File: src/rtl/core/twrsm_pkg.sv
// Shared types and constants for the three-wire serial clock-chip master.
`timescale 1ns / 1ps
package twrsm_pkg;

  // Depth of the queue between the front and the back.
  localparam int unsigned QueueDepth = 2;
  localparam int unsigned QueuePtrW  = (QueueDepth > 1) ? $clog2(QueueDepth) : 1;
  localparam int unsigned QueueCntW  = $clog2(QueueDepth + 1);

  // Command byte bit that marks a read.
  localparam logic [7:0] ReadFlag = 8'h01;

  typedef enum logic {
    KIND_TICK  = 1'b0,
    KIND_START = 1'b1
  } item_kind_e;

  // One classified item as it travels through the queue.
  typedef struct packed {
    item_kind_e kind;
    logic       is_read;
    logic [7:0] command;
    logic [7:0] data;
    logic       io_pin;
  } req_t;

endpackage

File: src/rtl/core/twrsm_front.sv
// Front part: accept items, classify them and build the command byte.
`timescale 1ns / 1ps
module twrsm_front import twrsm_pkg::*; (
  input  logic       in_valid_i,
  input  logic       op_i,
  input  logic       is_read_i,
  input  logic [7:0] reg_address_i,
  input  logic [7:0] write_byte_i,
  input  logic       io_pin_i,
  input  logic       queue_full_i,
  output logic       in_stall_o,
  output logic       push_o,
  output req_t       req_o
);

  assign in_stall_o = queue_full_i;
  assign push_o     = in_valid_i & ~queue_full_i;

  always_comb begin
    req_o.kind    = op_i ? KIND_START : KIND_TICK;
    req_o.is_read = is_read_i;
    // force the read flag into the command for reads
    req_o.command = is_read_i ? (reg_address_i | ReadFlag) : reg_address_i;
    req_o.data    = write_byte_i;
    req_o.io_pin  = io_pin_i;
  end

endmodule

File: src/rtl/core/twrsm_queue.sv
// Short FIFO of classified items between the front and the back.
`timescale 1ns / 1ps
module twrsm_queue import twrsm_pkg::*; (
  input  logic clk_i,
  input  logic rst_ni,
  input  logic push_i,
  input  req_t req_i,
  input  logic pop_i,
  output logic full_o,
  output logic not_empty_o,
  output req_t req_o
);

  req_t                 mem_q [QueueDepth];
  logic [QueuePtrW-1:0] wptr_q, wptr_d;
  logic [QueuePtrW-1:0] rptr_q, rptr_d;
  logic [QueueCntW-1:0] count_q, count_d;
  logic                 do_push, do_pop;

  assign full_o      = (count_q == QueueCntW'(QueueDepth));
  assign not_empty_o = (count_q != '0);
  assign req_o       = mem_q[rptr_q];
  assign do_push     = push_i & ~full_o;
  assign do_pop      = pop_i & not_empty_o;

  always_comb begin
    wptr_d  = wptr_q;
    rptr_d  = rptr_q;
    count_d = count_q;
    if (do_push) begin
      wptr_d = (wptr_q == QueuePtrW'(QueueDepth - 1)) ? '0 : wptr_q + 1'b1;
    end
    if (do_pop) begin
      rptr_d = (rptr_q == QueuePtrW'(QueueDepth - 1)) ? '0 : rptr_q + 1'b1;
    end
    if (do_push && !do_pop) begin
      count_d = count_q + 1'b1;
    end else if (do_pop && !do_push) begin
      count_d = count_q - 1'b1;
    end
  end

  always_ff @(posedge clk_i or negedge rst_ni) begin
    if (!rst_ni) begin
      wptr_q  <= '0;
      rptr_q  <= '0;
      count_q <= '0;
    end else begin
      wptr_q  <= wptr_d;
      rptr_q  <= rptr_d;
      count_q <= count_d;
    end
  end

  always_ff @(posedge clk_i) begin
    if (do_push) begin
      mem_q[wptr_q] <= req_i;
    end
  end

  a_count_bound : assert property (@(posedge clk_i) disable iff (!rst_ni)
    count_q <= QueueCntW'(QueueDepth))
    else $error("queue count beyond depth");

endmodule

File: src/rtl/core/twrsm_back.sv
// Back part: serial sequencer and output register.
`timescale 1ns / 1ps
module twrsm_back import twrsm_pkg::*; (
  input  logic       clk_i,
  input  logic       rst_ni,
  input  logic       not_empty_i,
  input  req_t       req_i,
  output logic       pop_o,
  input  logic       out_stall_i,
  output logic       out_valid_o,
  output logic       chip_enable_o,
  output logic       serial_clock_o,
  output logic       io_out_o,
  output logic       io_drive_o,
  output logic       busy_res_o,
  output logic       done_res_o,
  output logic [7:0] read_byte_o
);

  typedef enum logic [2:0] {
    PH_IDLE   = 3'd0,
    PH_OPEN   = 3'd1,
    PH_ENABLE = 3'd2,
    PH_SHIFT  = 3'd3,
    PH_READ   = 3'd4,
    PH_CLOSE  = 3'd5
  } phase_e;

  typedef struct packed {
    logic ce;
    logic sclk;
    logic io;
    logic drive;
  } pins_t;

  phase_e     phase_q, phase_d;
  logic [3:0] bit_cnt_q, bit_cnt_d;
  logic [1:0] sub_q, sub_d;
  logic       rd_mode_q, rd_mode_d;
  logic [7:0] cmd_q, cmd_d;
  logic [7:0] data_q, data_d;
  logic [7:0] acc_q, acc_d;
  pins_t      pins_q, pins_d;
  logic       done_d;
  logic       out_valid_q, out_valid_d;
  logic       ce_q, sclk_q, io_q, drive_q, busy_q, done_q;
  logic [7:0] rbyte_q;
  logic       pop;
  logic       tx_bit;
  logic [4:0] next_bit;

  function automatic pins_t make_pins(logic ce, logic sclk, logic io, logic drive);
    pins_t p;
    p.ce    = ce;
    p.sclk  = sclk;
    p.drive = drive;
    p.io    = drive & io;
    return p;
  endfunction

  // take the next item once the output slot is free or being emptied
  assign pop   = not_empty_i & (~out_valid_q | ~out_stall_i);
  assign pop_o = pop;

  assign tx_bit   = bit_cnt_q[3] ? data_q[bit_cnt_q[2:0]] : cmd_q[bit_cnt_q[2:0]];
  assign next_bit = {1'b0, bit_cnt_q} + 5'd1;

  always_comb begin
    phase_d   = phase_q;
    bit_cnt_d = bit_cnt_q;
    sub_d     = sub_q;
    rd_mode_d = rd_mode_q;
    cmd_d     = cmd_q;
    data_d    = data_q;
    acc_d     = acc_q;
    pins_d    = pins_q;
    done_d    = 1'b0;
    if (pop) begin
      if (req_i.kind == KIND_START) begin
        if (phase_q == PH_IDLE) begin
          rd_mode_d = req_i.is_read;
          cmd_d     = req_i.command;
          data_d    = req_i.data;
          acc_d     = '0;
          bit_cnt_d = '0;
          sub_d     = '0;
          phase_d   = PH_OPEN;
        end
      end else begin
        unique case (phase_q)
          PH_OPEN: begin
            pins_d  = make_pins(1'b0, 1'b0, 1'b0, 1'b1);
            phase_d = PH_ENABLE;
          end
          PH_ENABLE: begin
            pins_d    = make_pins(1'b1, 1'b0, 1'b0, 1'b1);
            phase_d   = PH_SHIFT;
            bit_cnt_d = '0;
            sub_d     = '0;
          end
          PH_SHIFT: begin
            pins_d = make_pins(1'b1, ~sub_q[1], tx_bit, 1'b1);
            if (sub_q == 2'd3) begin
              sub_d     = '0;
              bit_cnt_d = next_bit[3:0];
              if (next_bit >= (rd_mode_q ? 5'd8 : 5'd16)) begin
                bit_cnt_d = '0;
                phase_d   = rd_mode_q ? PH_READ : PH_CLOSE;
              end
            end else begin
              sub_d = sub_q + 2'd1;
            end
          end
          PH_READ: begin
            if (sub_q == 2'd0) begin
              acc_d[bit_cnt_q[2:0]] = req_i.io_pin;
              pins_d = make_pins(1'b1, 1'b1, 1'b0, 1'b0);
              sub_d  = 2'd1;
            end else begin
              pins_d = make_pins(1'b1, 1'b0, 1'b0, 1'b0);
              sub_d  = '0;
              if (bit_cnt_q[2:0] == 3'd7) begin
                bit_cnt_d = '0;
                phase_d   = PH_CLOSE;
              end else begin
                bit_cnt_d = {1'b0, bit_cnt_q[2:0] + 3'd1};
              end
            end
          end
          PH_CLOSE: begin
            pins_d    = make_pins(1'b0, 1'b0, 1'b0, 1'b1);
            done_d    = 1'b1;
            phase_d   = PH_IDLE;
            bit_cnt_d = '0;
            sub_d     = '0;
          end
          default: begin
            pins_d    = make_pins(1'b0, 1'b0, 1'b0, 1'b1);
            phase_d   = PH_IDLE;
            bit_cnt_d = '0;
            sub_d     = '0;
          end
        endcase
      end
    end
    out_valid_d = pop | (out_valid_q & out_stall_i);
  end

  always_ff @(posedge clk_i or negedge rst_ni) begin
    if (!rst_ni) begin
      phase_q     <= PH_IDLE;
      bit_cnt_q   <= '0;
      sub_q       <= '0;
      rd_mode_q   <= 1'b0;
      cmd_q       <= '0;
      data_q      <= '0;
      acc_q       <= '0;
      pins_q      <= make_pins(1'b0, 1'b0, 1'b0, 1'b1);
      out_valid_q <= 1'b0;
      ce_q        <= 1'b0;
      sclk_q      <= 1'b0;
      io_q        <= 1'b0;
      drive_q     <= 1'b1;
      busy_q      <= 1'b0;
      done_q      <= 1'b0;
      rbyte_q     <= '0;
    end else begin
      phase_q     <= phase_d;
      bit_cnt_q   <= bit_cnt_d;
      sub_q       <= sub_d;
      rd_mode_q   <= rd_mode_d;
      cmd_q       <= cmd_d;
      data_q      <= data_d;
      acc_q       <= acc_d;
      pins_q      <= pins_d;
      out_valid_q <= out_valid_d;
      if (pop) begin
        ce_q    <= pins_d.ce;
        sclk_q  <= pins_d.sclk;
        io_q    <= pins_d.io;
        drive_q <= pins_d.drive;
        busy_q  <= (phase_d != PH_IDLE);
        done_q  <= done_d;
        rbyte_q <= acc_d;
      end
    end
  end

  assign out_valid_o    = out_valid_q;
  assign chip_enable_o  = ce_q;
  assign serial_clock_o = sclk_q;
  assign io_out_o       = io_q;
  assign io_drive_o     = drive_q;
  assign busy_res_o     = busy_q;
  assign done_res_o     = done_q;
  assign read_byte_o    = rbyte_q;

  a_done_not_busy : assert property (@(posedge clk_i) disable iff (!rst_ni)
    out_valid_q && done_q |-> !busy_q)
    else $error("done reported while still busy");

  a_io_released_low : assert property (@(posedge clk_i) disable iff (!rst_ni)
    !drive_q |-> !io_q)
    else $error("io level high while released");

  a_idle_ce_low : assert property (@(posedge clk_i) disable iff (!rst_ni)
    phase_q == PH_IDLE |-> !pins_q.ce && !pins_q.sclk)
    else $error("chip enable or clock high while idle");

  a_read_no_drive : assert property (@(posedge clk_i) disable iff (!rst_ni)
    pop && req_i.kind == KIND_TICK && phase_q == PH_READ |=> !pins_q.drive)
    else $error("data pin driven during read phase");

endmodule

File: src/rtl/core/three_wire_rtc_serial_master.sv
// Top level of the three-wire serial clock-chip master.
`timescale 1ns / 1ps
// Master for a three-wire serial clock chip (CE, SCLK, IO). Each input item is
// either a start request or a tick; every item returns exactly one result item
// carrying the pin levels after it, busy, a done pulse and the read byte. A
// start is taken only while idle (a start during a transfer is dropped but
// still answered). After a start, one tick gives CE and SCLK low, the next
// raises CE, then bits go out LSB first: four ticks per bit (SCLK high, high,
// low, low), 16 bits for a write (command then data) or 8 command bits for a
// read, which then releases IO and spends two ticks per received bit (sample
// and SCLK high, then SCLK low). A final tick drops CE and pulses done. For
// reads bit 0 of the command is forced high. Throughput is one item per clock
// cycle while the output is not stalled: the front classifies items into a
// two-entry queue; the back sequencer updates state and output per item taken.
// Each result is registered after the queue. in_stall_o rises only when the
// queue holds two items, i.e. after the output side has stalled.
module three_wire_rtc_serial_master import twrsm_pkg::*; (
  input  logic       clk_i,
  input  logic       rst_ni,
  input  logic       in_valid_i,
  output logic       in_stall_o,
  input  logic       op_i,
  input  logic       is_read_i,
  input  logic [7:0] reg_address_i,
  input  logic [7:0] write_byte_i,
  input  logic       io_pin_i,
  output logic       out_valid_o,
  input  logic       out_stall_i,
  output logic       chip_enable_o,
  output logic       serial_clock_o,
  output logic       io_out_o,
  output logic       io_drive_o,
  output logic       busy_res_o,
  output logic       done_res_o,
  output logic [7:0] read_byte_o
);

  // front to queue
  logic push;
  req_t push_req;
  logic q_full;
  // queue to back
  logic q_not_empty;
  req_t head_req;
  logic pop;

  twrsm_front u_front (
    .in_valid_i    (in_valid_i),
    .op_i          (op_i),
    .is_read_i     (is_read_i),
    .reg_address_i (reg_address_i),
    .write_byte_i  (write_byte_i),
    .io_pin_i      (io_pin_i),
    .queue_full_i  (q_full),
    .in_stall_o    (in_stall_o),
    .push_o        (push),
    .req_o         (push_req)
  );

  twrsm_queue u_queue (
    .clk_i       (clk_i),
    .rst_ni      (rst_ni),
    .push_i      (push),
    .req_i       (push_req),
    .pop_i       (pop),
    .full_o      (q_full),
    .not_empty_o (q_not_empty),
    .req_o       (head_req)
  );

  // sequencer plus output register; it holds its result while stalled
  twrsm_back u_back (
    .clk_i          (clk_i),
    .rst_ni         (rst_ni),
    .not_empty_i    (q_not_empty),
    .req_i          (head_req),
    .pop_o          (pop),
    .out_stall_i    (out_stall_i),
    .out_valid_o    (out_valid_o),
    .chip_enable_o  (chip_enable_o),
    .serial_clock_o (serial_clock_o),
    .io_out_o       (io_out_o),
    .io_drive_o     (io_drive_o),
    .busy_res_o     (busy_res_o),
    .done_res_o     (done_res_o),
    .read_byte_o    (read_byte_o)
  );

endmodule
File: config.mk
export PLATFORM = sky130hd
export DESIGN_NAME = three_wire_rtc_serial_master
export DESIGN_NICKNAME = d
export VERILOG_FILES = /design/src/rtl/core/twrsm_pkg.sv /design/src/rtl/core/twrsm_front.sv /design/src/rtl/core/twrsm_queue.sv /design/src/rtl/core/twrsm_back.sv /design/src/rtl/core/three_wire_rtc_serial_master.sv
export SDC_FILE = /design/constraint.sdc
export NUM_CORES = 1
export LEC_CHECK = 0
export ABC_CLOCK_PERIOD_IN_PS = 2750
export BUFFER_PORTS_ARGS = -buffer_cell sky130_fd_sc_hd__buf_2
export CAP_MARGIN = 5
export CORE_MARGIN = 2
export CORE_UTILIZATION = 25
export CTS_CLUSTER_SIZE = 14
export DETAILED_ROUTE_END_ITERATION = 8
export HOLD_SLACK_MARGIN = 0.08
export PLACE_DENSITY = 0.43
export SETUP_SLACK_MARGIN = 0.15
export SLEW_MARGIN = 30
export SYNTH_ARGS = -nofsm -noshare
export SYNTH_HDL_FRONTEND = slang
export SYNTH_SLANG_ARGS = --single-unit
File: constraint.sdc
create_clock -name clk_i -period 2.75 [get_ports clk_i]
set_clock_uncertainty 0.1 [all_clocks]
set_input_delay 0.55 -clock clk_i [delete_from_list [all_inputs] [get_ports clk_i]]
set_output_delay 0.55 -clock clk_i [all_outputs]
set_load 0.1 [all_outputs]
# Word-level counts from Yosys, hierarchy flattened

Memories as Yosys holds them, arrays and structs flattened.
Cells that the tools add are included.

RAM bits: 38
Memory bits (read-only): 0
Output and inout bits: 16
Bits in latches: 0
Input port bits: 23
Bits in registers: 57
Memories kept: 1

Order comparisons: 3
Bitwise logic cells: 11
Shift operators: 0
Reduce and logical (&&, ||, !) cells: 13
Add/subtract/negate cells: 7
Equal/unequal tests: 12
Muxes and demuxes: 49
Div/mod/pow operators: 0
$mul: 0

Memory list:

| name          | depth | width | read ports | clocked after Yosys merged registers in | write ports | line              | source |
|---|---|---|---|---|---|---|---|
| u_queue.mem_q | 2     | 19    | 1          | 0                                       | 1           | twrsm_queue.sv:14 | `req_t mem_q [QueueDepth];` |

Operator list:

| cell                                                        | count |
|---|---|
| two-way mux 8 bit                                           | 5 |
| two-way mux 4 bit                                           | 7 |
| two-way mux 3 bit                                           | 9 |
| one-hot mux 4 bit (3 select lines)                          | 2 |
| two-way mux 1 bit                                           | 14 |
| one-hot mux 3 bit (4 select lines)                          | 1 |
| two-way mux 2 bit                                           | 5 |
| equality test 3 bit (second input constant)                 | 3 |
| bitwise mux 8 bit                                           | 1 |
| binary-select mux 1 bit (select 3 bit)                      | 2 |
| equality test 3 x 2 -> 1 bit (second input constant)        | 2 |
| one-hot mux 2 bit (3 select lines)                          | 1 |
| AND reduction 3 bit                                         | 2 |
| adder 4 x 1 -> 5 bit (second input constant)                | 1 |
| bitwise AND 1 bit                                           | 5 |
| greater-or-equal comparator 5 bit                           | 1 |
| two-way mux 5 bit                                           | 1 |
| AND reduction 5 bit                                         | 1 |
| adder 2 x 1 -> 2 bit (second input constant)                | 2 |
| equality test 2 bit (second input constant)                 | 2 |
| less-than comparator 3 x 4 -> 1 bit (second input constant) | 1 |
| NOT 1 bit                                                   | 4 |
| nonzero test 2 bit                                          | 2 |
| adder 3 x 1 -> 3 bit (second input constant)                | 1 |
| other kinds (15)                                            | 20 |

# Longest topological paths before layout

Word-level depth: 9
Depth in mapped cells: 9

# Modules after synthesis

A second synthesis with hierarchy kept.

Cells, all modules: 375
Area, all modules: 4773.3 sq um

By module, submodules not included:

| module      | cells each | seq. area each (sq um) | area an instance (sq um) | instances |
|---|---|---|---|---|
| twrsm_back  | 276        | 1328.8                 | 2951.6                   | 1 |
| twrsm_queue | 78         | 1241.2                 | 1666.6                   | 1 |
| twrsm_front | 21         | 0.0                    | 155.1                    | 1 |

# Worst setup path after synthesis

OpenSTA, ideal clock, no wires.

Path kind: reg2reg
Start: reg u_back.out_valid_q, in the netlist u_back.out_valid_o
End: reg u_queue.count_q[1]
Setup time: 0.125 ns
Cell stages (with the launch flop): 10
Arrival time: 2.318 ns
Clock period less this slack: 2.544 ns
Buffers on the path: 3
Setup slack: 0.206 ns
Path through: dfrtp_1 > a2bb2oi_1 > buf_2 > inv_1 > clkbuf_1 > buf_2 > ha_1 > xor2_1 > nor2_1 > xor2_1

Cells in the longest elaborated chain, start to end: 7
Elaborated cells on any way between the ends: 9
Classes of those cells: mux: 1; bitwise: 4; reduce/logical: 4

RTL lines:

| item                                                           | line              | source |
|---|---|---|
| start, declared                                                | twrsm_back.sv:45  | `logic out_valid_q, out_valid_d;` |
| start signal, assigned                                         | twrsm_back.sv:176 | `out_valid_q <= out_valid_d;` |
| NOT 1 bit (*)                                                  | twrsm_back.sv:62  | `assign pop = not_empty_i & (~out_valid_q \| ~out_stall_i);` |
| bitwise OR 1 bit (*)                                           | twrsm_back.sv:62  |  |
| bitwise AND 1 bit (*)                                          | twrsm_back.sv:62  |  |
| bitwise AND 1 bit (*)                                          | twrsm_queue.sv:24 | `assign do_pop = pop_i & not_empty_o;` |
| zero test 1 bit                                                | twrsm_queue.sv:36 | `if (do_push && !do_pop) begin` |
| logical AND 1 bit                                              | twrsm_queue.sv:36 |  |
| two-way mux 2 bit / nonzero test 2 bit (equally long branches) | n/a               |  |
| end signal, assigned                                           | twrsm_queue.sv:51 | `count_q <= count_d;` |
| end, declared                                                  | twrsm_queue.sv:17 | `logic [QueueCntW-1:0] count_q, count_d;` |

Mark *: on every way between the ends. The rest lies on a longest branch, timed or not.
A chain may end at the register's enable or synchronous reset.

# Worst setup path in the final report

Start: reg u_back.bit_cnt_q[1]
End: reg u_back.bit_cnt_q[3]

Cells in the longest elaborated chain, start to end: 6

RTL lines:

| item                                   | line              | source |
|---|---|---|
| start, declared                        | twrsm_back.sv:37  | `logic [3:0] bit_cnt_q, bit_cnt_d;` |
| start signal, assigned                 | twrsm_back.sv:169 | `bit_cnt_q <= bit_cnt_d;` |
| adder 4 x 1 -> 5 bit (*)               | twrsm_back.sv:66  | `assign next_bit = {1'b0, bit_cnt_q} + 5'd1;` |
| greater-or-equal comparator 5 bit      | twrsm_back.sv:106 | `if (next_bit >= (rd_mode_q ? 5'd8 : 5'd16)) begin` |
| two-way mux 4 bit (*)                  | twrsm_back.sv:106 |  |
| two-way mux 4 bit (*)                  | twrsm_back.sv:103 | `if (sub_q == 2'd3) begin` |
| one-hot mux 4 bit (3 select lines) (*) | twrsm_back.sv:90  | `unique case (phase_q)` |
| two-way mux 4 bit (*)                  | twrsm_back.sv:79  | `if (req_i.kind == KIND_START) begin` |

Mark *: on every way between the ends. The rest lies on a longest branch, timed or not. The select of a mux whose other input is x is not followed.

==> results.md <==
Synthesis:
- The cell area that synthesis handed to floorplanning was 4370 sq um.
- sky130_fd_sc_hd__dfrtp_1 takes more of the synthesized area than any other cell.
- The primary flip-flop cell chosen by synthesis mapping is sky130_fd_sc_hd__dfrtp_1.
- After synthesis, the share of flip-flops with an asynchronous set or reset is 60.0%.
- In the synthesized netlist, the cells that appear most often are sky130_fd_sc_hd__dfrtp_1, sky130_fd_sc_hd__nand2_1, sky130_fd_sc_hd__o21ai_0.
- Among all cell types in the netlist, the one instantiated most often is sky130_fd_sc_hd__dfrtp_1.
- Synthesis instantiated 61 different standard cells from the library.
- The warning count from the yosys run is 0.
- For this run, the register share of the synthesized area comes to 58.8%.
- In the synthesized netlist, the number of instances is 373.
- After synthesis the netlist holds a flip-flop and latch count of 95.
- The share of the synthesized area in the top cell type is 31.5%.
- In the post-synthesis netlist, the biggest area contributors are sky130_fd_sc_hd__dfrtp_1, sky130_fd_sc_hd__edfxtp_1, sky130_fd_sc_hd__mux2i_1.
- The count of flip-flops with a built-in enable after synthesis is 38.
- The average instance in the mapped netlist occupies 11.7 sq um.
- Synthesis produced a netlist with a net count of 404.

Clock network:
- In this run, CTS created clock tree buffers numbering 9.
- The clock passes through at most 2 buffers.
- After clock tree synthesis, the clock-pin slew on the worst setup and hold paths is 0.07 ns.
- The maximum level of the CTS H-tree is 3.
- The clock latency of the later-clocked register in the worst-skew pair is 0.36 ns.
- The clock sink total is 95.
- The hold buffer count at CTS is 0.
- The number of cells upsized or downsized after cts is 0.
- Clock tree synthesis selected as its root buffer the cell sky130_fd_sc_hd__clkbuf_16.
- TritonCTS built the clock tree.
- The post-CTS setup buffer count is 0.

Die:
- The core region is 17200 sq um.
- During I/O placement, the number of pins put on the boundary was 39.
- The full die area is 18500 sq um.
- Once the floorplan was initialized, standard cells occupied 25.4% of the core.
- The chip height is 136 um.
- Measured along the x axis, the die boundary spans 136 um.
- The number of standard-cell rows in the floorplan is 48.

Critical path:
- By startpoint and endpoint, the worst setup path is classified as reg -> reg.
- The worst setup path is captured at a register.
- The number of buffers and inverters on the critical path is 0.
- The critical path goes through ha_1, and3_1, ha_1, and4b_1, or3_1, or4_1, o22ai_1.
- The critical-path cell with the highest stage delay is sky130_fd_sc_hd__dfrtp_1.
- Along the worst path, the maximum fanout reaches 7.
- At the worst endpoint, the required time is 2.94 ns.
- In this design, the largest share of critical-path delay is due to simple AND/OR/NAND/NOR gates.
- Among the stages of the critical path, the cell type that occurs most often is sky130_fd_sc_hd__ha_1.
- The kind of start point of the critical path is a register.
- At the worst endpoint, the arrival time is 2.65 ns.
- The worst stage delay on the critical path is 0.44 ns.

Timing:
- The total of endpoints with negative setup slack in the final report is 0.
- At the pin with the least slew margin, the transition time is 0.652 ns.
- The count of pins over their slew limit was 0.
- The final critical path takes up 89.4% of the cycle.
- The count of endpoints failing hold in the final timing report is 0.
- The post-route worst setup slack is 0.291 ns.
- The highest clock frequency the design can meet is 407 MHz.
- The worst pin sits at a relative slew slack of 56.6%.
- The total negative slack is 0 ns.
- The minimum clock period after layout is 2.46 ns.
- Setup repair after global routing left no endpoint under its margin.

Run status:
- The flow ran to the end, and the final reports show no timing, DRC or antenna violations.

Power and ir drop:
- The total power density per cell area is 1170 nW/um^2.
- The maximum vdd ir drop is 0.000470 V.
- In this run the static leakage power is 2.13 nW.

Routing:
- The total via count after detailed routing is 2942.
- The routed length per instance is 15.2 um.
- The total DRC errors in the routed layout is 0.
- In the routed layout, each cell is associated on average with a via count of 4.53.
- The first detailed-routing pass ran for 4 iterations.
- The starting DRC count in detailed routing is 146.
- The total wire length after detailed routing is 9900 um.
- The number of nets still failing antenna checks after routing is 0.

Layout:
- In the final layout, the share of cells above drive strength 1 is 21.2%.
- The utilization after layout is 30.2%.
- The number of nets at the end of the flow is 451.
- The antenna diode instance count is 0.
- The area growth from synthesis to layout is 18.6%.

Global route:
- The number of global-route vias before repair is 3037.
- The first global-routing pass estimated 16500 um of wire.
- The largest net degree at the start of global routing is 35.
- The global route total overflow is 0.
- Global routing used 11.8% of the available tracks.
- The initial antenna violation count is 0.

Placement:
- Detailed placement ended at an HPWL of 6850 um.
- The count of buffers inserted at the top-level ports is 38.
- The worst setup slack before clock tree synthesis is 0.291 ns.
- The final RePlAce weighted congestion is 0.816.

Min path:
- The type of the tightest min-delay check is in -> async.

Run:
- Max-cap violations in this run came to 0.
worst paths after layout:
| path | startpoint | slack, ns | endpoint | depth (start not counted) |
|---|---|---|---|---|
| worst max-delay path | u_back.bit_cnt_q[1] | 0.29 | u_back.bit_cnt_q[3] | 7 |
| worst min-delay path | rst_ni | 0.11 | u_back.chip_enable_o | 1 |
| worst max register to register | u_back.bit_cnt_q[1] | 0.29 | u_back.bit_cnt_q[3] | 7 |
| worst min register to register | u_back.done_res_o | 0.38 | u_back.done_res_o | 2 |
| max in group asynchronous | rst_ni | 1.83 | u_back.cmd_q[0] | 2 |
| min in group clk_i | write_byte_i[7] | 0.27 | u_queue.mem_q[0][8] | 1 |
kinds of logic after synthesis:
kind of cell / Yosys count / share of synthesized area (%)
flip-flops: 95 / 58.8
adder cells (fa/ha/maj): 8 / 2.29
AND/OR/NAND/NOR: 106 / 12.1
buffers and inverters: 31 / 3.18
multiplexers: 33 / 8.74
XOR/XNOR: 6 / 1.20
AO/OA/AOI/OAI: 94 / 13.7
routing by layer:
metal  vias up  track usage (%)  wire [um]
li1       1467                -          -
met4         0             3.47        144
met1      1413             14.8       4530
met5         -                0          0
met3        15             3.77        464
met2        47             19.6       4760
worst reg2reg max path, stage by stage, from the launching register on:
cell and delay, ns:
sky130_fd_sc_hd__dfrtp_1 0.44, sky130_fd_sc_hd__ha_1 0.22, sky130_fd_sc_hd__and3_1 0.18, sky130_fd_sc_hd__ha_1 0.27, sky130_fd_sc_hd__and4b_1 0.20, sky130_fd_sc_hd__or3_1 0.40
sky130_fd_sc_hd__or4_1 0.42, sky130_fd_sc_hd__o22ai_1 0.14
report_power, final:
part	internal (mW)	total [mW]	switching [mW]
Combinational	0.785	2.63	1.85
Sequential	1.96	2.21	0.251
Clock	0.624	1.21	0.586
metrics by stage:
stage,area (sq um),power [mW],hold WS [ns],cells
2_1_floorplan,4370,4.25,0.154,373
3_3_place_gp,4900,4.87,0.363,634
3_5_place_dp,4900,4.91,0.367,634
4_1_cts,5180,6.14,0.130,650
5_1_grt,5180,6.47,0.168,650
6_report,5180,6.05,0.111,650
cell usage in the layout (no fill, tap or decap), types with 3 or more instances in the layout:
| cell | synthesis | routed |
|---|---|---|
| sky130_fd_sc_hd__a21oi_1 | 14 | 14 |
| sky130_fd_sc_hd__mux2_2 | 4 | 4 |
| sky130_fd_sc_hd__a31oi_1 | 6 | 6 |
| sky130_fd_sc_hd__o21ai_0 | 40 | 40 |
| sky130_fd_sc_hd__clkbuf_16 | 0 | 9 |
| sky130_fd_sc_hd__mux2i_1 | 24 | 24 |
| sky130_fd_sc_hd__inv_1 | 8 | 8 |
| sky130_fd_sc_hd__dfrtp_1 | 55 | 55 |
| sky130_fd_sc_hd__xnor2_1 | 4 | 4 |
| sky130_fd_sc_hd__nand2b_1 | 5 | 5 |
| sky130_fd_sc_hd__mux4_2 | 3 | 3 |
| sky130_fd_sc_hd__nor3_1 | 4 | 4 |
| sky130_fd_sc_hd__a22o_1 | 4 | 4 |
| sky130_fd_sc_hd__ha_1 | 8 | 8 |
| sky130_fd_sc_hd__nand3_1 | 4 | 4 |
| sky130_fd_sc_hd__nor2b_1 | 3 | 3 |
| sky130_fd_sc_hd__nor2_1 | 24 | 24 |
| sky130_fd_sc_hd__nand2_1 | 42 | 42 |
| sky130_fd_sc_hd__edfxtp_1 | 38 | 38 |
| sky130_fd_sc_hd__o31ai_1 | 6 | 6 |
| sky130_fd_sc_hd__inv_6 | 0 | 3 |
| sky130_fd_sc_hd__buf_2 | 9 | 38 |
| sky130_fd_sc_hd__buf_4 | 1 | 20 |
| sky130_fd_sc_hd__and3_1 | 3 | 3 |
| sky130_fd_sc_hd__o22ai_1 | 4 | 4 |
sequential cells by signal, indices dropped and copies added (netlist names):
register / count
u_back.acc_q: 8
u_back.bit_cnt_q: 4
u_back.busy_res_o: 1
u_back.chip_enable_o: 1
u_back.cmd_q: 8
u_back.data_q: 8
u_back.done_res_o: 1
u_back.io_drive_o: 1
u_back.io_out_o: 1
u_back.out_valid_o: 1
u_back.phase_q: 3
u_back.pins_q: 4
u_back.rd_mode_q: 1
u_back.read_byte_o: 8
u_back.serial_clock_o: 1
u_back.sub_q: 2
u_queue.count_q: 2
u_queue.mem_q: 38
u_queue.rptr_q: 1
u_queue.wptr_q: 1
final cells by class:
| type | count | area (sq um) |
|---|---|---|
| Clock buffer | 9 | 225 |
| Clock inverter | 7 | 53.8 |
| Fill cell | 1808 | 12000 |
| Inverter | 8 | 30.0 |
| Multi-Input combinational cell | 247 | 1660 |
| Sequential cell | 95 | 2570 |
| Tap cell | 225 | 282 |
| Timing Repair Buffer | 59 | 360 |
(Power assumes the default switching activity.)
